File: config.mk
export PLATFORM = sky130hd
export DESIGN_NAME = recency_stack_level_map_unit
export DESIGN_NICKNAME = d
export VERILOG_FILES = /design/src/design/rslm_pkg.sv /design/src/design/rslm_ctrl.sv /design/src/design/rslm_dp.sv /design/src/design/recency_stack_level_map_unit.sv
export SDC_FILE = /design/constraint.sdc
export NUM_CORES = 2
export LEC_CHECK = 0
export BUFFER_PORTS_ARGS = -buffer_cell sky130_fd_sc_hd__buf_2
export CAP_MARGIN = 20
export CORE_MARGIN = 2
export CORE_UTILIZATION = 33
export CTS_CLUSTER_SIZE = 8
export DETAILED_ROUTE_END_ITERATION = 10
export GPL_TIMING_DRIVEN = 0
export SLEW_MARGIN = 15
export SYNTH_ARGS = -nofsm -noshare
export SYNTH_HDL_FRONTEND = slang
export SYNTH_HIERARCHICAL = 1
export SYNTH_SLANG_ARGS = --single-unit
export TNS_END_PERCENT = 100
File: constraint.sdc
create_clock -name i_clk -period 9.2 [get_ports i_clk]
set_input_delay 0.92 -clock i_clk [delete_from_list [all_inputs] [get_ports i_clk]]
set_output_delay 0.92 -clock i_clk [all_outputs]
set_load 0.01 [all_outputs]
File: src/design/rslm_pkg.sv
// Shared types, register codes and constant tables for the recency stack level map.
`default_nettype none

package rslm_pkg;

    localparam int RANK_W      = 5;
    localparam int LEVEL_W     = 16;
    localparam int MODE_W      = 2;
    localparam int CFG_IDX_W   = 4;
    localparam int CFG_DATA_W  = 7;
    localparam int CFG_CNT_W   = 5;
    localparam int PCT_W       = 7;
    localparam int NUM_PCT     = 6;
    localparam int NUM_LEVELS  = 3;
    localparam int DIV_STEPS   = LEVEL_W;
    localparam int DCNT_W      = $clog2(DIV_STEPS + 1);
    localparam int OUT_DATA_W  = ((RANK_W + NUM_LEVELS * LEVEL_W + 7) / 8) * 8;
    localparam int IN_USER_W   = 8;
    localparam int OUT_USER_W  = 8;

    localparam int FULL_LEVEL    = 65535;
    localparam int PCT_SCALE     = 100;
    localparam int PCT_LUT_DEPTH = 2 ** PCT_W;

    localparam logic [MODE_W-1:0] MODE_FOCUS   = 2'd0;
    localparam logic [MODE_W-1:0] MODE_DESTROY = 2'd1;
    localparam logic [MODE_W-1:0] MODE_QUERY   = 2'd2;
    localparam logic [MODE_W-1:0] MODE_UNUSED  = 2'd3;

    localparam logic [CFG_IDX_W-1:0] REG_RANK_COUNT   = 4'd0;
    localparam logic [CFG_IDX_W-1:0] REG_FADE_START   = 4'd1;
    localparam logic [CFG_IDX_W-1:0] REG_OPACITY_LOW  = 4'd2;
    localparam logic [CFG_IDX_W-1:0] REG_OPACITY_HIGH = 4'd3;
    localparam logic [CFG_IDX_W-1:0] REG_BRIGHT_LOW   = 4'd4;
    localparam logic [CFG_IDX_W-1:0] REG_BRIGHT_HIGH  = 4'd5;
    localparam logic [CFG_IDX_W-1:0] REG_SATUR_LOW    = 4'd6;
    localparam logic [CFG_IDX_W-1:0] REG_SATUR_HIGH   = 4'd7;

    localparam logic [CFG_CNT_W-1:0] RST_RANK_COUNT = 5'd5;
    localparam logic [CFG_CNT_W-1:0] RST_FADE_START = 5'd2;

    typedef logic [PCT_W-1:0] t_pct_regs [NUM_PCT];
    localparam t_pct_regs RST_PCT = '{7'd70, 7'd100, 7'd90, 7'd100, 7'd100, 7'd100};

    typedef logic [PCT_LUT_DEPTH-1:0][LEVEL_W-1:0] t_pct_lut;

    function automatic t_pct_lut build_pct_lut();
        t_pct_lut lut;
        int       p;
        for (int i = 0; i < PCT_LUT_DEPTH; i++) begin
            p = (i > PCT_SCALE) ? PCT_SCALE : i;
            lut[i] = LEVEL_W'((p * FULL_LEVEL) / PCT_SCALE);
        end
        return lut;
    endfunction

    localparam t_pct_lut PCT_LUT = build_pct_lut();

    typedef struct packed {
        logic start;
        logic work;
        logic update;
        logic mult;
        logic load;
    } t_cmd;

    typedef struct packed {
        logic done;
    } t_status;

endpackage

`default_nettype wire

File: src/design/rslm_ctrl.sv
// Sequencing state machine for the recency stack level map.
`default_nettype none

module rslm_ctrl
    import rslm_pkg::*;
(
    input  wire logic    i_clk,
    input  wire logic    i_rst_n,
    input  wire logic    i_s_tvalid,
    output logic         o_s_tready,
    output logic         o_m_tvalid,
    input  wire logic    i_m_tready,
    input  wire t_status i_status,
    output t_cmd         o_cmd
);

    typedef enum logic [4:0] {
        ST_IDLE   = 5'b00001,
        ST_WORK   = 5'b00010,
        ST_UPDATE = 5'b00100,
        ST_MULT   = 5'b01000,
        ST_FIN    = 5'b10000
    } t_state;

    t_state r_state, n_state;
    logic   r_ovalid, n_ovalid;

    always_comb begin
        o_cmd        = '0;
        o_cmd.start  = (r_state == ST_IDLE) && i_s_tvalid;
        o_cmd.work   = (r_state == ST_WORK);
        o_cmd.update = (r_state == ST_UPDATE);
        o_cmd.mult   = (r_state == ST_MULT);
        o_cmd.load   = (r_state == ST_FIN) && (!r_ovalid || i_m_tready);
    end

    always_comb begin
        n_state = r_state;
        case (r_state)
            ST_IDLE: begin
                if (i_s_tvalid) begin
                    n_state = ST_WORK;
                end
            end
            ST_WORK: begin
                if (i_status.done) begin
                    n_state = ST_UPDATE;
                end
            end
            ST_UPDATE: n_state = ST_MULT;
            ST_MULT:   n_state = ST_FIN;
            ST_FIN: begin
                if (o_cmd.load) begin
                    n_state = ST_IDLE;
                end
            end
            default:   n_state = ST_IDLE;
        endcase
    end

    always_comb begin
        n_ovalid = r_ovalid;
        if (o_cmd.load) begin
            n_ovalid = 1'b1;
        end else if (i_m_tready) begin
            n_ovalid = 1'b0;
        end
    end

    always_ff @(posedge i_clk) begin
        if (!i_rst_n) begin
            r_state  <= ST_IDLE;
            r_ovalid <= 1'b0;
        end else begin
            r_state  <= n_state;
            r_ovalid <= n_ovalid;
        end
    end

    assign o_s_tready = (r_state == ST_IDLE);
    assign o_m_tvalid = r_ovalid;

endmodule

`default_nettype wire

File: src/design/rslm_dp.sv
// Datapath: configuration registers, id stack, search, step dividers and level map.
`default_nettype none

module rslm_dp
    import rslm_pkg::*;
#(
    parameter int MAX_ENTRIES = 16,
    parameter int ID_BITS     = 32
) (
    input  wire logic                  i_clk,
    input  wire logic                  i_rst_n,
    input  wire t_cmd                  i_cmd,
    output t_status                    o_status,
    input  wire logic                  i_cfg_we,
    input  wire logic [CFG_IDX_W-1:0]  i_cfg_index,
    input  wire logic [CFG_DATA_W-1:0] i_cfg_data,
    input  wire logic [MODE_W-1:0]     i_mode,
    input  wire logic [ID_BITS-1:0]    i_item_id,
    input  wire logic                  i_eligible,
    input  wire logic [LEVEL_W-1:0]    i_paint [NUM_LEVELS],
    output logic [RANK_W-1:0]          o_rank,
    output logic                       o_found,
    output logic                       o_changed,
    output logic [LEVEL_W-1:0]         o_level [NUM_LEVELS]
);

    localparam int IDX_W = $clog2(MAX_ENTRIES);
    localparam int CW    = $clog2(MAX_ENTRIES + 1);

    function automatic logic [CW-1:0] clamp_count(logic [CFG_CNT_W-1:0] c);
        logic [CW-1:0] v;
        if (c == '0) begin
            v = CW'(1);
        end else if (int'(c) > MAX_ENTRIES) begin
            v = CW'(MAX_ENTRIES);
        end else begin
            v = CW'(c);
        end
        return v;
    endfunction

    logic [CFG_CNT_W-1:0] r_count_cfg;
    logic [CFG_CNT_W-1:0] r_start_cfg;
    t_pct_regs            r_pct;

    logic [ID_BITS-1:0] r_ids [MAX_ENTRIES];
    logic [ID_BITS-1:0] n_ids [MAX_ENTRIES];

    logic [MODE_W-1:0]  r_mode;
    logic [ID_BITS-1:0] r_id;
    logic               r_elig;
    logic [LEVEL_W-1:0] r_paint [NUM_LEVELS];

    logic [CW-1:0]      r_sidx;
    logic               r_sdone;
    logic [DCNT_W-1:0]  r_dcnt;
    logic [CW-1:0]      r_rem  [NUM_LEVELS];
    logic [LEVEL_W-1:0] r_quo  [NUM_LEVELS];
    logic               r_neg  [NUM_LEVELS];

    logic [CW-1:0]      r_rank;
    logic               r_found;
    logic               r_changed;
    logic [LEVEL_W-1:0] r_prod [NUM_LEVELS];

    logic [CW-1:0]        w_n, w_s, w_d, w_n_new, w_rms, w_pmax;
    logic [CFG_CNT_W-1:0] w_start_m1;
    logic [LEVEL_W-1:0]   w_hi   [NUM_LEVELS];
    logic [LEVEL_W-1:0]   w_lo   [NUM_LEVELS];
    logic [LEVEL_W:0]     w_diff [NUM_LEVELS];
    logic [LEVEL_W-1:0]   w_mag  [NUM_LEVELS];
    logic [LEVEL_W-1:0]   w_step [NUM_LEVELS];
    logic [LEVEL_W-1:0]   w_lvl  [NUM_LEVELS];
    logic [CW:0]          w_rsh  [NUM_LEVELS];
    logic                 w_qbit [NUM_LEVELS];
    logic                 w_cfg_ok, w_match, w_hit, w_focus_go, w_dest_go;

    assign w_n        = clamp_count(r_count_cfg);
    assign w_start_m1 = (r_start_cfg == '0) ? '0 : r_start_cfg - 1'b1;
    assign w_s        = (int'(w_start_m1) >= int'(w_n)) ? w_n - 1'b1 : CW'(w_start_m1);
    assign w_d        = w_n - w_s;

    assign w_cfg_ok   = i_cfg_we && (i_cfg_index <= REG_SATUR_HIGH);
    assign w_n_new    = (i_cfg_index == REG_RANK_COUNT) ?
                        clamp_count(i_cfg_data[CFG_CNT_W-1:0]) : w_n;

    assign w_match    = (r_ids[r_sidx[IDX_W-1:0]] == r_id) && (r_id != '0);
    assign w_hit      = (r_sidx != w_n);
    assign w_focus_go = (r_mode == MODE_FOCUS) && r_elig && (r_id != '0);
    assign w_dest_go  = (r_mode == MODE_DESTROY) && (r_id != '0);
    assign w_pmax     = w_hit ? r_sidx : w_n - 1'b1;
    assign w_rms      = (r_rank >= w_s) ? r_rank - w_s : '0;

    assign o_status.done = r_sdone && (r_dcnt == DCNT_W'(DIV_STEPS));

    always_comb begin
        for (int k = 0; k < NUM_LEVELS; k++) begin
            w_lo[k]   = PCT_LUT[r_pct[2*k]];
            w_hi[k]   = PCT_LUT[r_pct[2*k+1]];
            w_diff[k] = {1'b0, w_hi[k]} - {1'b0, w_lo[k]};
            w_mag[k]  = w_diff[k][LEVEL_W] ? LEVEL_W'(-w_diff[k]) : w_diff[k][LEVEL_W-1:0];
            w_rsh[k]  = {r_rem[k], r_quo[k][LEVEL_W-1]};
            w_qbit[k] = (w_rsh[k] >= {1'b0, w_d});
            w_step[k] = r_neg[k] ? LEVEL_W'(-r_quo[k]) : r_quo[k];
            w_lvl[k]  = w_hi[k] - r_prod[k];
        end
    end

    always_comb begin
        n_ids = r_ids;
        if (w_cfg_ok) begin
            for (int i = 0; i < MAX_ENTRIES; i++) begin
                if (CW'(i) >= w_n_new) begin
                    n_ids[i] = '0;
                end
            end
        end else if (i_cmd.update) begin
            if (w_focus_go && (r_sidx != '0)) begin
                for (int i = 1; i < MAX_ENTRIES; i++) begin
                    if (CW'(i) <= w_pmax) begin
                        n_ids[i] = r_ids[i-1];
                    end
                end
                n_ids[0] = r_id;
            end else if (w_dest_go && w_hit) begin
                for (int i = 0; i < MAX_ENTRIES - 1; i++) begin
                    if ((CW'(i) >= r_sidx) && (CW'(i) < w_n - 1'b1)) begin
                        n_ids[i] = r_ids[i+1];
                    end
                end
                for (int i = 0; i < MAX_ENTRIES; i++) begin
                    if (CW'(i) == w_n - 1'b1) begin
                        n_ids[i] = '0;
                    end
                end
            end
        end
    end

    always_ff @(posedge i_clk) begin
        if (!i_rst_n) begin
            r_count_cfg <= RST_RANK_COUNT;
            r_start_cfg <= RST_FADE_START;
            r_pct       <= RST_PCT;
            for (int i = 0; i < MAX_ENTRIES; i++) begin
                r_ids[i] <= '0;
            end
        end else begin
            r_ids <= n_ids;
            if (i_cfg_we) begin
                case (i_cfg_index)
                    REG_RANK_COUNT: r_count_cfg <= i_cfg_data[CFG_CNT_W-1:0];
                    REG_FADE_START: r_start_cfg <= i_cfg_data[CFG_CNT_W-1:0];
                    default: begin
                        if (i_cfg_index inside {[REG_OPACITY_LOW:REG_SATUR_HIGH]}) begin
                            r_pct[3'(i_cfg_index - REG_OPACITY_LOW)] <= i_cfg_data;
                        end
                    end
                endcase
            end
        end
    end

    always_ff @(posedge i_clk) begin
        if (!i_rst_n) begin
            r_sdone <= 1'b0;
            r_dcnt  <= '0;
            r_sidx  <= '0;
        end else if (i_cmd.start) begin
            r_sdone <= 1'b0;
            r_dcnt  <= '0;
            r_sidx  <= '0;
        end else if (i_cmd.work) begin
            if (!r_sdone) begin
                if (!w_hit || w_match) begin
                    r_sdone <= 1'b1;
                end else begin
                    r_sidx <= r_sidx + 1'b1;
                end
            end
            if (r_dcnt != DCNT_W'(DIV_STEPS)) begin
                r_dcnt <= r_dcnt + 1'b1;
            end
        end
    end

    always_ff @(posedge i_clk) begin
        if (i_cmd.start) begin
            r_mode  <= i_mode;
            r_id    <= i_item_id;
            r_elig  <= i_eligible;
            r_paint <= i_paint;
            for (int k = 0; k < NUM_LEVELS; k++) begin
                r_rem[k] <= '0;
                r_quo[k] <= w_mag[k];
                r_neg[k] <= w_diff[k][LEVEL_W];
            end
        end else if (i_cmd.work && (r_dcnt != DCNT_W'(DIV_STEPS))) begin
            for (int k = 0; k < NUM_LEVELS; k++) begin
                r_rem[k] <= w_qbit[k] ? CW'(w_rsh[k] - {1'b0, w_d}) : CW'(w_rsh[k]);
                r_quo[k] <= {r_quo[k][LEVEL_W-2:0], w_qbit[k]};
            end
        end
    end

    always_ff @(posedge i_clk) begin
        if (i_cmd.update) begin
            if (w_focus_go) begin
                r_rank    <= '0;
                r_found   <= 1'b1;
                r_changed <= (r_sidx != '0);
            end else if (w_dest_go) begin
                r_rank    <= w_n;
                r_found   <= 1'b0;
                r_changed <= w_hit;
            end else begin
                r_rank    <= r_sidx;
                r_found   <= w_hit;
                r_changed <= 1'b0;
            end
        end
        if (i_cmd.mult) begin
            for (int k = 0; k < NUM_LEVELS; k++) begin
                r_prod[k] <= LEVEL_W'(w_step[k] * LEVEL_W'(w_rms));
            end
        end
        if (i_cmd.load) begin
            o_rank    <= RANK_W'(r_rank);
            o_found   <= r_found;
            o_changed <= r_changed;
            for (int k = 0; k < NUM_LEVELS; k++) begin
                o_level[k] <= (r_elig && (w_lvl[k] < r_paint[k])) ? w_lvl[k] : r_paint[k];
            end
        end
    end

endmodule

`default_nettype wire

File: src/design/recency_stack_level_map_unit.sv
// Top level of the recency stack level map: stream ports, controller and datapath.
//
//   Channel   Direction  Handshake                  Contents
//   s         in         i_s_tvalid / o_s_tready    one focus, destroy or query item
//   m         out        o_m_tvalid / i_m_tready    one result item per input item
//   cfg       in         i_cfg_valid / o_cfg_ready  register index and write data
//
// A new item is accepted only once the previous one has finished its work; the 16-step restoring
// divide and the one-entry-a-cycle stack search run side by side and set the time per item,
// and a stalled result side can hold it longer.
// A finished result waits in the output register while the next item is accepted.
// Synchronous active-low reset empties the stack and loads the register defaults.
// Configuration writes are taken in any cycle.
`default_nettype none

module recency_stack_level_map_unit
    import rslm_pkg::*;
#(
    parameter int MAX_ENTRIES = 16,
    parameter int ID_BITS     = 32
) (
    input  wire logic                                i_clk,
    input  wire logic                                i_rst_n,
    input  wire logic                                i_s_tvalid,
    output logic                                     o_s_tready,
    // item_id, paint_opacity, paint_bright, paint_satur, zero fill
    input  wire logic [((ID_BITS + 3*LEVEL_W + 7) / 8) * 8 - 1:0] i_s_tdata,
    // mode, eligible, zero fill
    input  wire logic [IN_USER_W-1:0]                i_s_tuser,
    output logic                                     o_m_tvalid,
    input  wire logic                                i_m_tready,
    // rank, out_opacity, out_bright, out_satur, zero fill
    output logic [OUT_DATA_W-1:0]                    o_m_tdata,
    // found, stack_changed, zero fill
    output logic [OUT_USER_W-1:0]                    o_m_tuser,
    input  wire logic                                i_cfg_valid,
    output logic                                     o_cfg_ready,
    input  wire logic [CFG_IDX_W-1:0]                i_cfg_index,
    input  wire logic [CFG_DATA_W-1:0]               i_cfg_data
);

    t_cmd               w_cmd;
    t_status            w_status;
    logic [LEVEL_W-1:0] w_paint [NUM_LEVELS];
    logic [LEVEL_W-1:0] w_level [NUM_LEVELS];
    logic [RANK_W-1:0]  w_rank;
    logic               w_found;
    logic               w_changed;

    assign o_cfg_ready = 1'b1;

    always_comb begin
        for (int k = 0; k < NUM_LEVELS; k++) begin
            w_paint[k] = i_s_tdata[ID_BITS + k*LEVEL_W +: LEVEL_W];
        end
    end

    rslm_ctrl u_ctrl (
        .i_clk      (i_clk),
        .i_rst_n    (i_rst_n),
        .i_s_tvalid (i_s_tvalid),
        .o_s_tready (o_s_tready),
        .o_m_tvalid (o_m_tvalid),
        .i_m_tready (i_m_tready),
        .i_status   (w_status),
        .o_cmd      (w_cmd)
    );

    rslm_dp #(
        .MAX_ENTRIES (MAX_ENTRIES),
        .ID_BITS     (ID_BITS)
    ) u_dp (
        .i_clk       (i_clk),
        .i_rst_n     (i_rst_n),
        .i_cmd       (w_cmd),
        .o_status    (w_status),
        .i_cfg_we    (i_cfg_valid),
        .i_cfg_index (i_cfg_index),
        .i_cfg_data  (i_cfg_data),
        .i_mode      (i_s_tuser[MODE_W-1:0]),
        .i_item_id   (i_s_tdata[ID_BITS-1:0]),
        .i_eligible  (i_s_tuser[MODE_W]),
        .i_paint     (w_paint),
        .o_rank      (w_rank),
        .o_found     (w_found),
        .o_changed   (w_changed),
        .o_level     (w_level)
    );

    assign o_m_tdata = OUT_DATA_W'({w_level[2], w_level[1], w_level[0], w_rank});
    assign o_m_tuser = OUT_USER_W'({w_changed, w_found});

endmodule

`default_nettype wire

After elaboration in Yosys (flattened, before gate mapping)
Memories as Yosys holds them, arrays and structs flattened. A register that Yosys moved wholly into a read port is not among the register bits.
Index checks and enable logic that the tools add are counted.
Storage, ports and cells
  output and inout bits: 67
  memories: 10
  memory bits (writable): 114
  register bits after elaboration: 726
  memory bits (read-only): 12288
Operators by class
  bitwise operators: 12
  $lt $le $gt $ge: 82
  add/subtract/negate cells: 22
  muxes and demuxes: 136
  equality and inequality tests: 60
  reductions and logical operators: 86
  $mul: 3
Memories
  (no name shown): depth 128, bits a word 16, rd ports 1, clocked after memory_dff 1, write ports 0, line rslm_dp.sv:98  | w_lo[k] = PCT_LUT[r_pct[2*k]];
  (no name shown): depth 128, bits a word 16, rd ports 1, clocked after memory_dff 1, write ports 0, line rslm_dp.sv:99  | w_hi[k] = PCT_LUT[r_pct[2*k+1]];
  (no name shown): depth 128, bits a word 16, rd ports 1, clocked after memory_dff 1, write ports 0, line rslm_dp.sv:98
  (no name shown): depth 128, bits a word 16, rd ports 1, clocked after memory_dff 1, write ports 0, line rslm_dp.sv:99
  (no name shown): depth 128, bits a word 16, rd ports 1, clocked after memory_dff 1, write ports 0, line rslm_dp.sv:98
  (no name shown): depth 128, bits a word 16, rd ports 1, clocked after memory_dff 1, write ports 0, line rslm_dp.sv:99
  4 more memories
Operators with widths (count)
  32-bit two-way mux: 64
  512-bit two-way mux: 4
  16-bit two-way mux: 18
  32-bit binary-select mux with 4-bit select: 1
  16-bit negation: 6
  5-bit two-way mux: 19
  7-bit two-way mux: 13
  4-bit by 5-bit greater-or-equal comparator with 1-bit output, first input constant: 15
  5-bit AND reduction: 15
  4-bit nonzero test: 15
  16-bit by 16-bit subtractor with 17-bit output: 3
  16-bit < comparator: 3
  7-bit by 8-bit < comparator with 1-bit output, second input constant: 6
  16-bit by 5-bit multiplier with 16-bit output: 3
  16-bit subtractor: 3
  3-bit by 2-bit != test with 1-bit output, second input constant: 15
  42-bit bitwise mux: 1
  4-bit by 5-bit == test with 1-bit output, first input constant: 8
  3-bit by 5-bit greater-or-equal comparator with 1-bit output, first input constant: 8
  4-bit by 5-bit <= comparator with 1-bit output, first input constant: 8
  2-bit != test, second input constant: 18
  4-bit by 5-bit < comparator with 1-bit output, first input constant: 7
  32-bit == test: 1
  32-bit nonzero test: 1
  53 further kinds: 146

Logic depth before layout (Yosys ltp)
  word-level depth: 12
  depth in mapped cells: 40

Modules after synthesis
The synthesis kept the hierarchy.
By module, submodules not included
  rslm_dp: area an instance 65277.6 um^2, sequential area each 21210.3 um^2, cells an instance 7622, times used 1
  rslm_ctrl: area an instance 347.8 um^2, sequential area each 120.1 um^2, cells an instance 42, times used 1
  recency_stack_level_map_unit: area an instance 97.6 um^2, sequential area each 0.0 um^2, cells an instance 14, times used 1

Worst setup path before layout
Ideal clock, no wire load.
  path type: register to register
  from: register u_dp.r_count_cfg[2]
  to: memory u_dp.r_prod[0][15] (data pin)
  period minus slack after synthesis: 8037 ps
  setup slack: 1163 ps
  path buffers: 4
  stages on the path, launching flop included: 39
  required time: 8941 ps
  arrival time: 7778 ps
  cell sequence: dfxtp_1 > buf_2 > nor3_2 > o21ai_1 > inv_1 > ha_1 > nor2b_1 > o21ai_1 > o22ai_2 > nand2_1 > a21oi_1 > nor2_1 > a21oi_1 > ha_1 > nand2b_1 > a21o_1 > o31ai_1 > a31oi_1 > (+3 left out) > buf_2 > buf_2 > nor2_1 > fa_1 > fa_1 > inv_1 > fa_1 > inv_1 > ha_1 > inv_1 > o21bai_1 > a21oi_1 > o21bai_1 > a21oi_1 > o21ai_0 > o41ai_1 > o21ai_0 > xnor2_1
RTL lines
  start, declared: line rslm_dp.sv:42  | logic [CFG_CNT_W-1:0] r_count_cfg;
  start signal, assigned: line rslm_dp.sv:152  | REG_RANK_COUNT: r_count_cfg <= i_cfg_data[CFG_CNT_W-1:0];
  end, declared: line rslm_dp.sv:64  | logic [LEVEL_W-1:0] r_prod [NUM_LEVELS];

==> metrics <==
layout filler cell count 20200; outcome complete, no violations; number of DRC markers in iteration 0 9294; Std-Cell Rows 163; HPWL after detailed placement 212000 um; cell mode on critical path sky130_fd_sc_hd__ha_1; number of instances in the synthesized netlist 7678; Leak Pwr 26.5 nW; hold_sp i_s_tdata[9]; arrival time of data at the critical path endpoint 9380 ps; I/O Buffers 151; post-route insts no fill 10700; antenna viol nets, final 0; Final Setup Violations 0; first-pass iteration count of the detailed router 8; synth-to-layout area growth 12.7%; initial antenna violation count 26; TritonCTS buffer count 137; clock transition time at the flip-flop clock pins of the worst setup and hold paths 50 ps; average detailed-routed wire length per instance 26.5 um; floorplan die width 450 um; type of element capturing the critical path flop; top achievable clock speed 0.113 GHz; pin count of the biggest net entering global routing 70; ratio of total power to cell area 183 mW/mm^2; clock insertion delay at the later pin of the skew report 810 ps; RePlAce Congestion 1.03; library cell contributing the largest single delay on the critical path sky130_fd_sc_hd__fa_1; peak supply drop 0.118 mV; CP required 9700 ps; clock tree from TritonCTS done; Layout Skew 31.0 ps; starting utilization of the core area 33.3%; total die area 0.203 mm^2; syn_area_per_cell 8.56 um^2; Slew HR 16.6%; max-slew violation count 0; number of H-tree branching levels 4; final layout net count 8524; number of hold violations in the final report 0; Critical Path Start Type flop; number of synthesized flops with an enable pin 259; Sequential cell area 0.0213 mm^2; ys async rst share 0%; I/O Pins 171; Clock Tree Buf Depth 3; Via Count 65400; type of the tightest min-delay check in2reg; CTS root buf sky130_fd_sc_hd__clkbuf_16; final routed DRC violation total 0; Final Routed Wirelength 284000 um; kind of critical path reg2reg; layout cells sized above 1 9.48%; reg-to-reg startpoint u_dp/r_start_cfg[0]; Total Routing Usage GR 26.8%; number of register bits inferred by synthesis 936; post-route minimum period 8870 ps; routed vias/inst 6.12; area used by multi-input combinational logic 0.0403 mm^2; post-synthesis sequential area ratio 32.5%; Clock Sinks 936; Worst Hold Slack 284 ps; global-route congestion overflow total 0; via count of the first global-routing pass 62300; synth unique cells 108; global-route wire length before repair 414000 um; cell count after placement 10500; Cell Area, Synth 0.0657 mm^2; cts-stage hold buffer count 0; worst setup path start u_dp/r_start_cfg[0]; area of the core region 0.198 mm^2; max-cap check violation count 0; top_reg_cell synth sky130_fd_sc_hd__dfxtp_1; count of synthesis-stage warnings from yosys 6; highest fanout seen on the critical path 10; delay of the slowest cell on the worst path 560 ps; fin crit share 96.5%; Util after Layout 37.5%; floorplan die height 450 um; transition time at the pin with the least slew margin 1250 ps
[layout by cell type, fill, tap and decap left out, types with 169 or more instances in the layout]
cell / n
sky130_fd_sc_hd__a211oi_1: 492
sky130_fd_sc_hd__a21oi_1: 498
sky130_fd_sc_hd__a22oi_1: 428
sky130_fd_sc_hd__buf_2: 226
sky130_fd_sc_hd__clkbuf_1: 505
sky130_fd_sc_hd__dfxtp_1: 677
sky130_fd_sc_hd__edfxtp_1: 259
sky130_fd_sc_hd__ha_1: 311
sky130_fd_sc_hd__inv_1: 398
sky130_fd_sc_hd__nand2_1: 570
sky130_fd_sc_hd__nor2_1: 981
sky130_fd_sc_hd__o21ai_0: 375
sky130_fd_sc_hd__xnor2_1: 169
[stage by stage]
stage          setup slack [ps]  area, um^2  TNS (ps)  power, W
6_report                    326       74100         0    0.0136
5_1_grt                   -19.2       74100     -19.2    0.0142
4_1_cts                   -70.1       73900     -70.1    0.0135
3_5_place_dp              -1190       69900     -8900   0.00872
3_3_place_gp              -1100       69800     -8440   0.00870
2_1_floorplan              1160       65800         0   0.00761
[state kept, by name (all words and copies together), names as in the netlist, 15 cells and up]
| signal | flops |
|---|---|
| u_dp/r_quo | 48 |
| u_dp/r_paint | 48 |
| u_dp/w_lo | 48 |
| u_dp/r_ids | 512 |
| u_dp/w_hi | 48 |
| u_dp/r_rem | 15 |
| u_dp/r_pct | 42 |
| u_dp/o_level | 48 |
| u_dp/r_prod | 48 |
| u_dp/r_id | 32 |
[path summary, 6_finish.rpt]
path         cells after the start            endpoint  slack [ps]
min reg2reg                      0      u_dp/o_changed         410
max                             33  u_dp/r_prod[0][31]         330
max reg2reg                     33  u_dp/r_prod[0][31]         330
min                              1        u_dp/r_id[9]         280
[critical path, delay by kind of cell (launching register included)]
kind | cells | cell delay (ps)
xor gates and xnor gates | 1 | 470
DFF | 1 | 360
adders and majority gates | 7 | 2830
and+or+nand+nor | 8 | 1270
buffers and inverters | 5 | 910
AOI/OAI and AO/OA | 12 | 2720
[logic make-up (layout without fill, tap and decap cells)]
| logic type | count (synthesis) | count (layout) | share of synthesized area, % |
|---|---|---|---|
| compound gates | 2507 | 2507 | 25.8 |
| other cells | 2 | 14 | 0.0114 |
| fa+ha+maj | 427 | 427 | 9.45 |
| mux | 287 | 287 | 7.58 |
| buf+inv | 1066 | 1432 | 6.43 |
| simple gates | 2168 | 2168 | 14.3 |
| flops | 936 | 936 | 32.5 |
| xor+xnor | 285 | 285 | 3.89 |
[Yosys cell counts (66+ instances only)]
cell type / count / share of area, %
sky130_fd_sc_hd__inv_1: 400 / 2.3
sky130_fd_sc_hd__a21oi_1: 500 / 3.8
sky130_fd_sc_hd__nand3_1: 130 / 0.99
sky130_fd_sc_hd__ha_1: 311 / 5.9
sky130_fd_sc_hd__o21ai_0: 378 / 2.9
sky130_fd_sc_hd__nor2_1: 983 / 5.6
sky130_fd_sc_hd__a221oi_1: 97 / 1.3
sky130_fd_sc_hd__clkbuf_1: 479 / 2.7
sky130_fd_sc_hd__edfxtp_1: 259 / 12
sky130_fd_sc_hd__nor3_1: 168 / 1.3
sky130_fd_sc_hd__xor2_1: 111 / 1.5
sky130_fd_sc_hd__buf_2: 76 / 0.58
sky130_fd_sc_hd__buf_1: 66 / 0.38
sky130_fd_sc_hd__xnor2_1: 169 / 2.3
sky130_fd_sc_hd__mux4_2: 163 / 5.6
sky130_fd_sc_hd__nand2_1: 570 / 3.3
sky130_fd_sc_hd__mux2i_1: 66 / 1.0
sky130_fd_sc_hd__o211ai_1: 73 / 0.83
sky130_fd_sc_hd__a211oi_1: 492 / 5.6
sky130_fd_sc_hd__fa_1: 116 / 3.5
sky130_fd_sc_hd__a22oi_1: 428 / 4.9
sky130_fd_sc_hd__a31oi_1: 105 / 1.0
sky130_fd_sc_hd__dfxtp_1: 677 / 21
[where the power goes]
group	internal [W]	total (W)	switching [W]	leakage (nW)
logic	0.00153	0.00385	0.00232	16.6
registers	0.00463	0.00493	0.000295	7.93
clock network	0.00280	0.00478	0.00197	1.90
total	0.00897	0.0136	0.00459	26.5
[routing by layer]
metal	vias to the layer above	wire (um)	GRT usage (%)
met4	8	14400	12.7
li1	28900	-	-
met1	31800	116000	36.3
met2	4016	122000	40.3
met3	731	31100	6.20
met5	-	48	0
[what timing repair did]
action / CTS / global route
endpoints found under the setup margin: 22 / 13
buffers inserted: 0 / 10
gates resized for setup: 11 / 24
pin swaps: 0 / 5
[cell type report]
class / count / share of cell area [%]
diodes: 4 / 0.0135
plain buffers: 649 / 3.63
clock buffers: 185 / 5.02
clock inverters: 13 / 0.272
inverters: 417 / 2.13
multi-input cells: 5684 / 54.4
flip-flops and latches: 936 / 28.8
well taps: 2640 / 4.46
repair buffers: 168 / 1.26
Note: power is estimated with default switching activity, not from simulation.
